**config.mk**
```make
export PLATFORM = sky130hd
export DESIGN_NAME = modbus_rtu_register_master_unit_flat
export DESIGN_NICKNAME = d
export VERILOG_FILES = /design/src/design/mrm_pkg.sv /design/src/design/mrm_channels.sv /design/src/design/mrm_front.sv /design/src/design/mrm_queue.sv /design/src/design/mrm_back.sv /design/src/design/modbus_rtu_register_master_unit.sv /design/src/flat_wrapper.sv
export VERILOG_INCLUDE_DIRS = /design/src /design/src/design
export SDC_FILE = /design/constraint.sdc
export NUM_CORES = 1
export LEC_CHECK = 0
export BUFFER_PORTS_ARGS = -buffer_cell sky130_fd_sc_hd__buf_4
export CORE_MARGIN = 5
export CORE_UTILIZATION = 55
export CTS_CLUSTER_SIZE = 25
export DETAILED_ROUTE_END_ITERATION = 10
export PLACE_DENSITY = 0.76
export SETUP_SLACK_MARGIN = 0.05
export SYNTH_ARGS = -nofsm -noshare
export SYNTH_HDL_FRONTEND = slang
export SYNTH_SLANG_ARGS = --single-unit
export TNS_END_PERCENT = 5
```
**constraint.sdc**
```tcl
create_clock -name clock -period 10.4 [get_ports clock]
set_input_delay 2.6 -clock clock [delete_from_list [all_inputs] [get_ports clock]]
set_output_delay 2.6 -clock clock [all_outputs]
set_load 0.03 [all_outputs]
```
**src/design/modbus_rtu_register_master_unit_assert.svh**
```systemverilog
// ----------------------------------------------------------------------------
// Assertion macros for the Modbus RTU register master
// Shared concurrent check forms. Every check is disabled while reset is high.
// ----------------------------------------------------------------------------
`ifndef MODBUS_RTU_REGISTER_MASTER_UNIT_ASSERT_SVH
`define MODBUS_RTU_REGISTER_MASTER_UNIT_ASSERT_SVH

// Condition holds at every clock edge.
`define MRM_ASSERT_ALWAYS(label, clk, rst, expr) \
   label: assert property (@(posedge clk) disable iff (rst) (expr)) \
      else $error("mrm check failed: invariant");

// Antecedent implies consequent in the same cycle.
`define MRM_ASSERT_IMPLY(label, clk, rst, ante, cons) \
   label: assert property (@(posedge clk) disable iff (rst) (ante) |-> (cons)) \
      else $error("mrm check failed: same-cycle implication");

// Antecedent implies consequent in the next cycle.
`define MRM_ASSERT_NEXT(label, clk, rst, ante, cons) \
   label: assert property (@(posedge clk) disable iff (rst) (ante) |=> (cons)) \
      else $error("mrm check failed: next-cycle implication");

`endif

```
**src/design/mrm_pkg.sv**
```systemverilog
// ----------------------------------------------------------------------------
// mrm_pkg
// Types, codes and helper functions of the Modbus RTU register master.
// ----------------------------------------------------------------------------
package mrm_pkg;

   // Input item codes
   localparam logic [2:0] FUNC_RD_INPUT   = 3'd0;
   localparam logic [2:0] FUNC_RD_HOLDING = 3'd1;
   localparam logic [2:0] FUNC_WR_HOLDING = 3'd2;
   localparam logic [2:0] FUNC_RX_BYTE    = 3'd3;
   localparam logic [2:0] FUNC_TICK       = 3'd4;

   // Pending operation (low bits of the command code)
   localparam logic [1:0] OP_RD_INPUT   = 2'd0;
   localparam logic [1:0] OP_RD_HOLDING = 2'd1;
   localparam logic [1:0] OP_WR_HOLDING = 2'd2;

   // Modbus function codes on the wire
   localparam logic [7:0] MB_FC_RD_INPUT   = 8'h04;
   localparam logic [7:0] MB_FC_RD_HOLDING = 8'h03;
   localparam logic [7:0] MB_FC_WR_SINGLE  = 8'h06;

   // Completion status codes
   localparam logic [2:0] ST_OK        = 3'd0;
   localparam logic [2:0] ST_TIMEOUT   = 3'd1;
   localparam logic [2:0] ST_BAD_COUNT = 3'd2;
   localparam logic [2:0] ST_BAD_CRC   = 3'd3;
   localparam logic [2:0] ST_ECHO_BAD  = 3'd4;

   // Result kinds
   localparam logic KIND_TX   = 1'b0;
   localparam logic KIND_DONE = 1'b1;

   // CRC-16/Modbus
   localparam logic [15:0] CRC_POLY = 16'hA001;
   localparam logic [15:0] CRC_INIT = 16'hFFFF;
   localparam logic [15:0] ERR_VALUE = 16'hFFFF;

   // Configuration registers
   localparam logic       CSR_IDX_SLAVE    = 1'b0;
   localparam logic       CSR_IDX_TIMEOUT  = 1'b1;
   localparam int         CSR_ADDR_W       = 3;
   localparam logic [7:0] SLAVE_ADDR_RESET = 8'hFE;
   localparam logic [15:0] TIMEOUT_RESET   = 16'd100;

   // Job queue
   localparam int QUEUE_DEPTH = 4;
   localparam int QUEUE_AW    = $clog2(QUEUE_DEPTH);

   // One unit of work handed from front to back: a request to send or a completion.
   typedef struct packed {
      logic        done;
      logic [1:0]  op;
      logic [7:0]  slave;
      logic [7:0]  reg_addr;
      logic [15:0] value;
      logic [2:0]  status;
   } job_type;

   typedef enum logic [1:0] {
      BACK_IDLE,
      BACK_LOAD,
      BACK_SEND
   } back_state_type;

   function automatic logic [15:0] crc_feed(input logic [15:0] crc, input logic [7:0] b);
      logic [15:0] c;
      c = crc ^ {8'h00, b};
      for (int k = 0; k < 8; k++) begin
         c = c[0] ? ((c >> 1) ^ CRC_POLY) : (c >> 1);
      end
      return c;
   endfunction

   function automatic logic [7:0] func_code(input logic [1:0] op);
      logic [7:0] fc;
      unique case (op)
         OP_RD_INPUT:   fc = MB_FC_RD_INPUT;
         OP_RD_HOLDING: fc = MB_FC_RD_HOLDING;
         default:       fc = MB_FC_WR_SINGLE;
      endcase
      return fc;
   endfunction

endpackage

```
**src/design/mrm_channels.sv**
```systemverilog
// ----------------------------------------------------------------------------
// mrm channels
// Valid/ready channel interfaces for command items and result words.
// ----------------------------------------------------------------------------
interface mrm_req_if;
   logic        valid;
   logic        ready;
   logic [2:0]  func;
   logic [7:0]  reg_addr;
   logic [15:0] write_value;
   logic [7:0]  rx_byte;

   modport source (output valid, func, reg_addr, write_value, rx_byte, input ready);
   modport sink   (input valid, func, reg_addr, write_value, rx_byte, output ready);
endinterface

interface mrm_rsp_if;
   logic        valid;
   logic        ready;
   logic        kind;
   logic [7:0]  tx_byte;
   logic [15:0] reg_value;
   logic [2:0]  status;
   logic        last;

   modport source (output valid, kind, tx_byte, reg_value, status, last, input ready);
   modport sink   (input valid, kind, tx_byte, reg_value, status, last, output ready);
endinterface

```
**src/design/mrm_front.sv**
```systemverilog
// ----------------------------------------------------------------------------
// mrm_front
// Accepts items, tracks the transaction, checks the response, queues jobs.
// ----------------------------------------------------------------------------
module mrm_front (
   input  logic             clock,
   input  logic             reset,
   mrm_req_if.sink          req_if,
   input  logic [7:0]       slave_address,
   input  logic [15:0]      timeout_ticks,
   input  logic             q_full,
   output logic             q_push,
   output mrm_pkg::job_type q_job
);

   logic        busy_ff, busy_in;
   logic [1:0]  op_ff, op_in;
   logic [3:0]  idx_ff, idx_in;
   logic [15:0] crc_ff, crc_in;
   logic [7:0]  count_ff, count_in;
   logic [15:0] data_ff, data_in;
   logic [7:0]  crc_lo_ff, crc_lo_in;
   logic [15:0] echo_ff, echo_in;
   logic [15:0] wait_ff, wait_in;

   logic        accept;
   logic        fin;
   logic [2:0]  fin_status;
   logic [15:0] crc_fed;
   logic [15:0] got_crc;
   logic [15:0] wait_inc;

   assign req_if.ready = !q_full;
   assign accept       = req_if.valid && req_if.ready;
   assign crc_fed      = mrm_pkg::crc_feed(crc_ff, req_if.rx_byte);
   assign got_crc      = {req_if.rx_byte, crc_lo_ff};
   assign wait_inc     = (wait_ff == 16'hFFFF) ? wait_ff : wait_ff + 16'd1;

   always_comb begin
      busy_in    = busy_ff;
      op_in      = op_ff;
      idx_in     = idx_ff;
      crc_in     = crc_ff;
      count_in   = count_ff;
      data_in    = data_ff;
      crc_lo_in  = crc_lo_ff;
      echo_in    = echo_ff;
      wait_in    = wait_ff;
      fin        = 1'b0;
      fin_status = mrm_pkg::ST_OK;
      q_push     = 1'b0;
      q_job      = '0;

      if (accept) begin
         unique case (req_if.func) inside
            mrm_pkg::FUNC_RD_INPUT, mrm_pkg::FUNC_RD_HOLDING, mrm_pkg::FUNC_WR_HOLDING: begin
               if (!busy_ff) begin
                  q_push         = 1'b1;
                  q_job.done     = 1'b0;
                  q_job.op       = req_if.func[1:0];
                  q_job.slave    = slave_address;
                  q_job.reg_addr = req_if.reg_addr;
                  q_job.value    = req_if.write_value;
                  busy_in   = 1'b1;
                  op_in     = req_if.func[1:0];
                  idx_in    = 4'd0;
                  crc_in    = mrm_pkg::CRC_INIT;
                  count_in  = 8'd0;
                  data_in   = 16'd0;
                  crc_lo_in = 8'd0;
                  echo_in   = (req_if.func == mrm_pkg::FUNC_WR_HOLDING) ?
                              req_if.write_value : 16'd0;
                  wait_in   = 16'd0;
               end
            end
            mrm_pkg::FUNC_RX_BYTE: begin
               if (busy_ff) begin
                  idx_in = idx_ff + 4'd1;
                  if (op_ff != mrm_pkg::OP_WR_HOLDING) begin
                     // Read response: addr, func, count, hi, lo, crc lo, crc hi
                     if (idx_ff < 4'd5) crc_in = crc_fed;
                     if (idx_ff == 4'd2) count_in = req_if.rx_byte;
                     else if (idx_ff == 4'd3) data_in = {req_if.rx_byte, data_ff[7:0]};
                     else if (idx_ff == 4'd4) data_in = {data_ff[15:8], req_if.rx_byte};
                     else if (idx_ff == 4'd5) crc_lo_in = req_if.rx_byte;
                     else if (idx_ff >= 4'd6) begin
                        fin = 1'b1;
                        if (count_ff != 8'd2) fin_status = mrm_pkg::ST_BAD_COUNT;
                        else if (got_crc != crc_ff) fin_status = mrm_pkg::ST_BAD_CRC;
                        else fin_status = mrm_pkg::ST_OK;
                     end
                  end else begin
                     // Write echo: addr, func, reg hi, reg lo, hi, lo, crc lo, crc hi
                     if (idx_ff < 4'd6) crc_in = crc_fed;
                     if (idx_ff == 4'd4) data_in = {req_if.rx_byte, data_ff[7:0]};
                     else if (idx_ff == 4'd5) data_in = {data_ff[15:8], req_if.rx_byte};
                     else if (idx_ff == 4'd6) crc_lo_in = req_if.rx_byte;
                     else if (idx_ff >= 4'd7) begin
                        fin = 1'b1;
                        if (data_ff != echo_ff) fin_status = mrm_pkg::ST_ECHO_BAD;
                        else if (got_crc != crc_ff) fin_status = mrm_pkg::ST_BAD_CRC;
                        else fin_status = mrm_pkg::ST_OK;
                     end
                  end
               end
            end
            mrm_pkg::FUNC_TICK: begin
               if (busy_ff) begin
                  wait_in = wait_inc;
                  if (wait_inc >= timeout_ticks) begin
                     fin        = 1'b1;
                     fin_status = mrm_pkg::ST_TIMEOUT;
                  end
               end
            end
            default: ;
         endcase
      end

      if (fin) begin
         busy_in      = 1'b0;
         idx_in       = 4'd0;
         q_push       = 1'b1;
         q_job.done   = 1'b1;
         q_job.status = fin_status;
         q_job.value  = (fin_status == mrm_pkg::ST_OK) ? data_ff : mrm_pkg::ERR_VALUE;
      end
   end

   always_ff @(posedge clock) begin
      if (reset) begin
         busy_ff   <= 1'b0;
         op_ff     <= 2'd0;
         idx_ff    <= 4'd0;
         crc_ff    <= mrm_pkg::CRC_INIT;
         count_ff  <= 8'd0;
         data_ff   <= 16'd0;
         crc_lo_ff <= 8'd0;
         echo_ff   <= 16'd0;
         wait_ff   <= 16'd0;
      end else begin
         busy_ff   <= busy_in;
         op_ff     <= op_in;
         idx_ff    <= idx_in;
         crc_ff    <= crc_in;
         count_ff  <= count_in;
         data_ff   <= data_in;
         crc_lo_ff <= crc_lo_in;
         echo_ff   <= echo_in;
         wait_ff   <= wait_in;
      end
   end

`include "modbus_rtu_register_master_unit_assert.svh"

`MRM_ASSERT_NEXT(a_done_clears_busy, clock, reset, q_push && q_job.done, !busy_ff)
`MRM_ASSERT_ALWAYS(a_rx_index_bound, clock, reset, idx_ff <= 4'd7)

endmodule

```
**src/design/mrm_queue.sv**
```systemverilog
// ----------------------------------------------------------------------------
// mrm_queue
// Short job queue between the front and the back. A popped job appears on
// pop_job in the cycle after the pop.
// ----------------------------------------------------------------------------
module mrm_queue (
   input  logic             clock,
   input  logic             reset,
   input  logic             push,
   input  mrm_pkg::job_type push_job,
   output logic             full,
   input  logic             pop,
   output mrm_pkg::job_type pop_job,
   output logic             empty
);

   mrm_pkg::job_type            mem [mrm_pkg::QUEUE_DEPTH];
   logic [mrm_pkg::QUEUE_AW-1:0] wr_ptr_ff, wr_ptr_in;
   logic [mrm_pkg::QUEUE_AW-1:0] rd_ptr_ff, rd_ptr_in;
   logic [mrm_pkg::QUEUE_AW:0]   count_ff, count_in;

   assign full    = (count_ff == (mrm_pkg::QUEUE_AW + 1)'(mrm_pkg::QUEUE_DEPTH));
   assign empty   = (count_ff == '0);

   always_comb begin
      wr_ptr_in = push ? wr_ptr_ff + 1'b1 : wr_ptr_ff;
      rd_ptr_in = pop  ? rd_ptr_ff + 1'b1 : rd_ptr_ff;
      count_in  = count_ff;
      if (push && !pop) count_in = count_ff + 1'b1;
      else if (pop && !push) count_in = count_ff - 1'b1;
   end

   always_ff @(posedge clock) begin
      if (push) begin
         mem[wr_ptr_ff] <= push_job;
      end
      if (pop) begin
         pop_job <= mem[rd_ptr_ff];
      end
   end

   always_ff @(posedge clock) begin
      if (reset) begin
         wr_ptr_ff <= '0;
         rd_ptr_ff <= '0;
         count_ff  <= '0;
      end else begin
         wr_ptr_ff <= wr_ptr_in;
         rd_ptr_ff <= rd_ptr_in;
         count_ff  <= count_in;
      end
   end

`include "modbus_rtu_register_master_unit_assert.svh"

`MRM_ASSERT_IMPLY(a_no_push_when_full, clock, reset, push, !full || pop)

endmodule

```
**src/design/mrm_back.sv**
```systemverilog
// ----------------------------------------------------------------------------
// mrm_back
// Serializes request frames with their CRC and delivers completion words.
// ----------------------------------------------------------------------------
module mrm_back (
   input  logic             clock,
   input  logic             reset,
   input  logic             q_empty,
   input  mrm_pkg::job_type q_job,
   output logic             q_pop,
   mrm_rsp_if.source        rsp_if
);

   mrm_pkg::back_state_type state_ff, state_in;
   mrm_pkg::job_type        job_ff, job_in;
   logic [2:0]              cnt_ff, cnt_in;
   logic [15:0]             crc_ff, crc_in;

   logic        valid_ff, valid_in;
   logic        kind_ff, kind_in;
   logic [7:0]  tx_ff, tx_in;
   logic [15:0] value_ff, value_in;
   logic [2:0]  status_ff, status_in;
   logic        last_ff, last_in;

   logic        out_free;
   logic [7:0]  frame_byte;
   logic        is_write;

   assign out_free = !valid_ff || rsp_if.ready;
   assign is_write = (job_ff.op == mrm_pkg::OP_WR_HOLDING);

   // Byte of the request frame at the current position.
   always_comb begin
      case (cnt_ff)
         3'd0:    frame_byte = job_ff.slave;
         3'd1:    frame_byte = mrm_pkg::func_code(job_ff.op);
         3'd2:    frame_byte = 8'h00;
         3'd3:    frame_byte = job_ff.reg_addr;
         3'd4:    frame_byte = is_write ? job_ff.value[15:8] : 8'h00;
         3'd5:    frame_byte = is_write ? job_ff.value[7:0]  : 8'h01;
         3'd6:    frame_byte = crc_ff[7:0];
         default: frame_byte = crc_ff[15:8];
      endcase
   end

   always_comb begin
      state_in  = state_ff;
      job_in    = job_ff;
      cnt_in    = cnt_ff;
      crc_in    = crc_ff;
      q_pop     = 1'b0;
      valid_in  = out_free ? 1'b0 : valid_ff;
      kind_in   = kind_ff;
      tx_in     = tx_ff;
      value_in  = value_ff;
      status_in = status_ff;
      last_in   = last_ff;

      unique case (state_ff)
         mrm_pkg::BACK_IDLE: begin
            // Pop only with a free output register; the job arrives next cycle.
            if (out_free && !q_empty) begin
               q_pop    = 1'b1;
               state_in = mrm_pkg::BACK_LOAD;
            end
         end
         mrm_pkg::BACK_LOAD: begin
            if (q_job.done) begin
               valid_in  = 1'b1;
               kind_in   = mrm_pkg::KIND_DONE;
               tx_in     = 8'h00;
               value_in  = q_job.value;
               status_in = q_job.status;
               last_in   = 1'b1;
               state_in  = mrm_pkg::BACK_IDLE;
            end else begin
               job_in   = q_job;
               cnt_in   = 3'd0;
               crc_in   = mrm_pkg::CRC_INIT;
               state_in = mrm_pkg::BACK_SEND;
            end
         end
         mrm_pkg::BACK_SEND: begin
            if (out_free) begin
               valid_in  = 1'b1;
               kind_in   = mrm_pkg::KIND_TX;
               tx_in     = frame_byte;
               value_in  = 16'd0;
               status_in = mrm_pkg::ST_OK;
               last_in   = (cnt_ff == 3'd7);
               if (cnt_ff < 3'd6) crc_in = mrm_pkg::crc_feed(crc_ff, frame_byte);
               cnt_in = cnt_ff + 3'd1;
               if (cnt_ff == 3'd7) state_in = mrm_pkg::BACK_IDLE;
            end
         end
         default: state_in = mrm_pkg::BACK_IDLE;
      endcase
   end

   always_ff @(posedge clock) begin
      if (reset) begin
         state_ff <= mrm_pkg::BACK_IDLE;
         valid_ff <= 1'b0;
      end else begin
         state_ff <= state_in;
         valid_ff <= valid_in;
      end
   end

   always_ff @(posedge clock) begin
      job_ff    <= job_in;
      cnt_ff    <= cnt_in;
      crc_ff    <= crc_in;
      kind_ff   <= kind_in;
      tx_ff     <= tx_in;
      value_ff  <= value_in;
      status_ff <= status_in;
      last_ff   <= last_in;
   end

   assign rsp_if.valid     = valid_ff;
   assign rsp_if.kind      = kind_ff;
   assign rsp_if.tx_byte   = tx_ff;
   assign rsp_if.reg_value = value_ff;
   assign rsp_if.status    = status_ff;
   assign rsp_if.last      = last_ff;

`include "modbus_rtu_register_master_unit_assert.svh"

`MRM_ASSERT_IMPLY(a_no_pop_while_sending, clock, reset, state_ff == mrm_pkg::BACK_SEND, !q_pop)
`MRM_ASSERT_IMPLY(a_load_output_free, clock, reset, state_ff == mrm_pkg::BACK_LOAD, !valid_ff)

endmodule

```
**src/design/modbus_rtu_register_master_unit.sv**
```systemverilog
// ----------------------------------------------------------------------------
// modbus_rtu_register_master_unit
// Modbus RTU master for a single register: request framing and response check.
// ----------------------------------------------------------------------------
// The block takes one item per clock on the req channel while the job queue
// has room: a read-input, read-holding or write-single command, a received
// bus byte, or a timer tick. An accepted command (only while no transaction
// is open) yields eight transmit words, address through CRC high byte, with
// last set on the eighth; received bytes and ticks of an open transaction
// yield at most one completion word carrying the register value and status.
// A front end tracks the transaction and checks the response in the cycle
// the item arrives; it hands each request or completion as a job to a
// four-entry queue. A back end pops a job, loads it from the queue, then
// emits one frame byte per cycle while the output register is free, folding
// the CRC. Request words pass the queue, its output register, the job
// register and the rsp output register; completions skip the job register.
// req_ready drops only while the job queue is full; rsp words sit in an
// output register, so both sides stall independently. Configuration is an
// APB slave: slave_address at byte 0 and timeout_ticks at byte 4. The user
// must write them only while the block is idle; the block itself does not
// enforce this.
// ----------------------------------------------------------------------------
module modbus_rtu_register_master_unit (
   input  logic        clock,
   input  logic        reset,
   mrm_req_if.sink     req_if,
   mrm_rsp_if.source   rsp_if,
   input  logic        csr_psel,
   input  logic        csr_penable,
   input  logic        csr_pwrite,
   input  logic [mrm_pkg::CSR_ADDR_W-1:0] csr_paddr,
   input  logic [31:0] csr_pwdata,
   output logic [31:0] csr_prdata,
   output logic        csr_pready
);

   // Configuration registers
   logic [7:0]  slave_ff, slave_in;
   logic [15:0] timeout_ff, timeout_in;
   logic        csr_wr;
   logic        csr_idx;

   // Front to queue, queue to back
   logic             q_push, q_full, q_pop, q_empty;
   mrm_pkg::job_type push_job, pop_job;

   assign csr_pready = 1'b1;
   assign csr_wr     = csr_psel && csr_penable && csr_pwrite;
   // Register index sits at byte address bit 2; ignore the low byte-lane bits.
   assign csr_idx    = csr_paddr[2];

   always_comb begin
      slave_in   = slave_ff;
      timeout_in = timeout_ff;
      if (csr_wr) begin
         unique case (csr_idx)
            mrm_pkg::CSR_IDX_SLAVE:   slave_in   = csr_pwdata[7:0];
            mrm_pkg::CSR_IDX_TIMEOUT: timeout_in = csr_pwdata[15:0];
            default: ;
         endcase
      end
   end

   always_comb begin
      unique case (csr_idx)
         mrm_pkg::CSR_IDX_SLAVE:   csr_prdata = {24'd0, slave_ff};
         mrm_pkg::CSR_IDX_TIMEOUT: csr_prdata = {16'd0, timeout_ff};
         default:                  csr_prdata = 32'd0;
      endcase
   end

   always_ff @(posedge clock) begin
      if (reset) begin
         slave_ff   <= mrm_pkg::SLAVE_ADDR_RESET;
         timeout_ff <= mrm_pkg::TIMEOUT_RESET;
      end else begin
         slave_ff   <= slave_in;
         timeout_ff <= timeout_in;
      end
   end

   // Accept and classify items, track the open transaction.
   mrm_front u_front (
      .clock         (clock),
      .reset         (reset),
      .req_if        (req_if),
      .slave_address (slave_ff),
      .timeout_ticks (timeout_ff),
      .q_full        (q_full),
      .q_push        (q_push),
      .q_job         (push_job)
   );

   // Hold jobs so the front keeps accepting while the back is busy sending.
   mrm_queue u_queue (
      .clock    (clock),
      .reset    (reset),
      .push     (q_push),
      .push_job (push_job),
      .full     (q_full),
      .pop      (q_pop),
      .pop_job  (pop_job),
      .empty    (q_empty)
   );

   // Drain jobs onto the result channel.
   mrm_back u_back (
      .clock   (clock),
      .reset   (reset),
      .q_empty (q_empty),
      .q_job   (pop_job),
      .q_pop   (q_pop),
      .rsp_if  (rsp_if)
   );

endmodule
```
**src/flat_wrapper.sv**
```systemverilog
// flat-port wrapper written by rule: the top's interface ports become plain ports
module modbus_rtu_register_master_unit_flat 
  (clock, reset, csr_psel, csr_penable, csr_pwrite, csr_paddr, csr_pwdata, csr_prdata, csr_pready, req_if_valid, req_if_func, req_if_reg_addr, req_if_write_value, req_if_rx_byte, req_if_ready, rsp_if_valid, rsp_if_kind, rsp_if_tx_byte, rsp_if_reg_value, rsp_if_status, rsp_if_last, rsp_if_ready);
  mrm_req_if req_if_i ();
  mrm_rsp_if rsp_if_i ();
  input  logic clock;
  input  logic reset;
  input  logic csr_psel;
  input  logic csr_penable;
  input  logic csr_pwrite;
  input  logic [mrm_pkg::CSR_ADDR_W-1:0] csr_paddr;
  input  logic [31:0] csr_pwdata;
  output logic [31:0] csr_prdata;
  output logic csr_pready;
  input wire logic [$bits(req_if_i.valid)-1:0] req_if_valid;
  input wire logic [$bits(req_if_i.func)-1:0] req_if_func;
  input wire logic [$bits(req_if_i.reg_addr)-1:0] req_if_reg_addr;
  input wire logic [$bits(req_if_i.write_value)-1:0] req_if_write_value;
  input wire logic [$bits(req_if_i.rx_byte)-1:0] req_if_rx_byte;
  output wire logic [$bits(req_if_i.ready)-1:0] req_if_ready;
  output wire logic [$bits(rsp_if_i.valid)-1:0] rsp_if_valid;
  output wire logic [$bits(rsp_if_i.kind)-1:0] rsp_if_kind;
  output wire logic [$bits(rsp_if_i.tx_byte)-1:0] rsp_if_tx_byte;
  output wire logic [$bits(rsp_if_i.reg_value)-1:0] rsp_if_reg_value;
  output wire logic [$bits(rsp_if_i.status)-1:0] rsp_if_status;
  output wire logic [$bits(rsp_if_i.last)-1:0] rsp_if_last;
  input wire logic [$bits(rsp_if_i.ready)-1:0] rsp_if_ready;
  assign req_if_i.valid = req_if_valid;
  assign req_if_i.func = req_if_func;
  assign req_if_i.reg_addr = req_if_reg_addr;
  assign req_if_i.write_value = req_if_write_value;
  assign req_if_i.rx_byte = req_if_rx_byte;
  assign req_if_ready = req_if_i.ready;
  assign rsp_if_valid = rsp_if_i.valid;
  assign rsp_if_kind = rsp_if_i.kind;
  assign rsp_if_tx_byte = rsp_if_i.tx_byte;
  assign rsp_if_reg_value = rsp_if_i.reg_value;
  assign rsp_if_status = rsp_if_i.status;
  assign rsp_if_last = rsp_if_i.last;
  assign rsp_if_i.ready = rsp_if_ready;
  modbus_rtu_register_master_unit u_core (.clock(clock), .reset(reset), .req_if(req_if_i), .rsp_if(rsp_if_i), .csr_psel(csr_psel), .csr_penable(csr_penable), .csr_pwrite(csr_pwrite), .csr_paddr(csr_paddr), .csr_pwdata(csr_pwdata), .csr_prdata(csr_prdata), .csr_pready(csr_pready));
endmodule
```
==> results.txt <==
Max_cap viols: 0
Worst Path Max Fanout: 11
Max IR drop VDD: 0.163 mV
Power Density: 233 nW/um^2
Final HPWL from detailed placement: 22700 microns
FMAX: 168 MHz
Crit path largest cell delay: 230 ps
Row cnt: 64
First-pass DRT Iterations: 5
Endpoints failing hold: 0
Asr flop ratio synth: 0%
Pint: 3.21 mW
DR WL/cell: 18.2 microns
Pin count of the biggest net entering global routing: 86
Synth unique cells: 59
Worst skew pair latency: 530 ps
Net switching power: 1.28 mW
CP top delay family: buffers and inverters
Max-Slew Margin vs Limit: 17.5%
Critical path arrival: 3360 ps
Initial drt markers: 898
Initial Utilization: 55.7%
GP Congestion: 0.885
Initial antenna violation count: 0
Met3 Use GR: 3.21%
Area delta synth->final: 13.6%
Avg Inst Size Synth: 12.4 sq um
Post-layout min period: 5960 ps
Sw Share: 28.5%
Crit path buf inv count: 3
Cts hold-fix bufs: 0
H-tree depth: 2
Clock Skew: 17.9 ps
GR peak layer: met2
First-pass GRT wire length: 54600 microns
Final setup fails: 0
Clk root buf: clkbuf_16
Startpoint Class: input pin
Overall routed net length: 34300 microns
Die area: 34500 sq um
Syn Std Cell Area: 17000 sq um
Worst setup path category: input pin to output port
Cell mode on critical path: buf_4
Yosys reg bits: 393
Slew Limit Fails: 0
Die X: 186 microns
Reg power frac: 46.6%
Fin crit share: 57.3%
Critical Path, Cell by Cell: buf_4 > clkinv_1 > nor2_1 > buf_4
Slew @ Worst Pin: 1230 ps
Chip height: 186 microns
R2R Setup Slk: 5200 ps
Fraction of layout cells with a size suffix above 1: 16.5%
CTS tree: yes
Post-layout net count: 1571
Met2 Use GR: 32.8%
Gr usage total: 19.8%
Resized Gates After CTS: 0
Dominant synthesized flop cell: edfxtp_1
Worst Hold Depth: 0
Max Buffers Root-to-Sink: 3
Grt ovf: 0
# diodes: 0
Worst Path Required: 7800 ps
Cells after Synth: 1366
Worst path depth: 4
Met1 Usage GRT: 26.6%
Combinational power share: 23.5%
Synth Warn #: 0
Crit. End Element: output port
Sink Count: 393
Post-synthesis sequential area ratio: 62.4%
Outcome: finished, final reports clean
IO Count: 141
Antenna violation net count after detailed routing: 0
Post-route worst setup slack: 4440 ps
Post-CTS Setup Repair Bufs: 0
Highest-delay cell along the critical path: clkinv_1
Clock power share: 29.8%
Number of buffers added on ports: 105
DR DRC count: 0
Post-synth EDFFs: 272
HP Class: flip-flop to flip-flop
RSZ-0062 raised after global routing: false
Vias per cell: 5.68
Num CTS Buffers: 39
Vias in the first global route: 10488
Routed via count: 10694
Place WS: 4440 ps
Clock transition at path regs: 60 ps
Core area: 30500 sq um
R2R depth: 18
Setup TNS: 0 ps
Static leakage: 6.78 nW
per-layer routing:
metal,vias up,part of all wire (%)
li1,5108,-
met1,5180,42
met2,333,48
met3,73,5.9
met4,0,3.5
met5,-,0
cells in the mapped netlist (all sizes together) (8+ instances only):
cell type / instances / area (sq um)
edfxtp: 272 / 8170
nand2: 132 / 495
dfxtp: 121 / 2420
nor2: 111 / 419
a21oi: 85 / 425
clkbuf: 63 / 238
xnor2: 57 / 529
o21ai: 51 / 255
nand3: 41 / 205
mux4: 38 / 856
ha: 35 / 438
nor2b: 34 / 213
inv: 32 / 120
xor2: 32 / 280
nand2b: 27 / 169
buf: 25 / 168
and3: 20 / 125
a31oi: 18 / 134
and2: 18 / 113
nor3: 18 / 90.1
nand4: 14 / 87.6
or3: 13 / 81.3
a22oi: 12 / 90.1
a211o: 10 / 87.6
mux2: 9 / 101
nor4: 9 / 56.3
a222oi: 8 / 80.1
worst paths after layout:
path                         startpoint                         end
max                        csr_paddr[2]              csr_prdata[11]
min          u_core.u_queue.pop_job[25]    u_core.u_back.job_ff[25]
max reg2reg   u_core.u_front.wait_ff[4]  u_core.u_queue.count_ff[2]
min reg2reg  u_core.u_queue.pop_job[25]    u_core.u_back.job_ff[25]
layout by cell type, fill, tap and decap left out, types with 7 or more instances in the layout:
master     count
edfxtp_1     272
nand2_1      132
buf_4        124
dfxtp_1      120
nor2_1       109
a21oi_1       85
xnor2_1       53
o21ai_0       49
nand3_1       41
clkbuf_16     39
mux4_2        38
ha_1          35
nor2b_1       33
inv_1         32
xor2_1        32
nand2b_1      27
and3_1        20
nor3_1        18
and2_1        18
conb_1        17
a31oi_1       16
nand4_1       14
or3_1         13
a22oi_1       12
a211o_1       10
mux2_2         9
nor4_1         9
a222oi_1       8
clkinv_2       8
clkbuf_1       7
clkbuf_8       7
logic make-up after synthesis:
logic type	Yosys count	synth area share, %
xor gates and xnor gates	92	5.17
adders and majority gates	36	2.70
buffers and inverters	121	3.12
DFF	393	62.4
AOI/OAI and AO/OA	215	7.73
muxes	52	5.93
other	2	0.0442
and+or+nand+nor	455	12.9
layout make-up:
type / count / area (sq um)
Sequential cell: 393 / 10600
Inverter: 33 / 124
Clock inverter: 18 / 126
Multi-Input combinational cell: 867 / 5930
Timing Repair Buffer: 124 / 931
Fill cell: 2268 / 11200
Clock buffer: 53 / 1100
Tap cell: 396 / 495
sequential cells by signal (all words and copies together) (netlist names), 2 cells and up:
signal	count
u_core.u_back.cnt_ff	3
u_core.u_back.rsp_if.reg_value	16
u_core.u_front.idx_ff	4
u_core.u_front.data_ff	16
u_core.timeout_ff	16
u_core.u_back.rsp_if.status	3
u_core.slave_ff	8
u_core.u_front.count_ff	8
u_core.u_front.crc_lo_ff	8
u_core.u_front.crc_ff	16
u_core.u_queue.pop_job	38
u_core.u_queue.mem	152
u_core.u_back.job_ff	34
u_core.u_queue.rd_ptr_ff	2
u_core.u_front.echo_ff	16
u_core.u_back.crc_ff	16
u_core.u_queue.wr_ptr_ff	2
u_core.u_queue.count_ff	3
u_core.u_front.wait_ff	16
u_core.u_back.rsp_if.tx_byte	8
u_core.u_back.state_ff	2
u_core.u_front.op_ff	2
power groups by stage:
stage | Combinational [mW] | Clock [mW] | Sequential (mW)
final | 1.06 | 1.34 | 2.09
after global routing | 1.15 | 1.44 | 2.11
after CTS | 1.07 | 1.36 | 2.10
after detailed placement | 1.06 | 0 | 2.13
after global placement | 1.04 | 0 | 2.12
after floorplan | 0.740 | 0 | 2.16
per-stage QoR:
step                      std cells  hold WS [ps]  instance area (sq um)  utilization (%)  power, mW
final                          1884           419                  19300             63.2       4.49
after global routing           1884           425                  19300             63.2       4.70
after CTS                      1884           418                  19300             63.2       4.53
after detailed placement       1813           406                  18100             59.2       3.19
after global placement         1813           403                  18100             59.2       3.16
after floorplan                1381           400                  17000                -       2.90
Note: power is estimated with default switching activity, not from simulation.
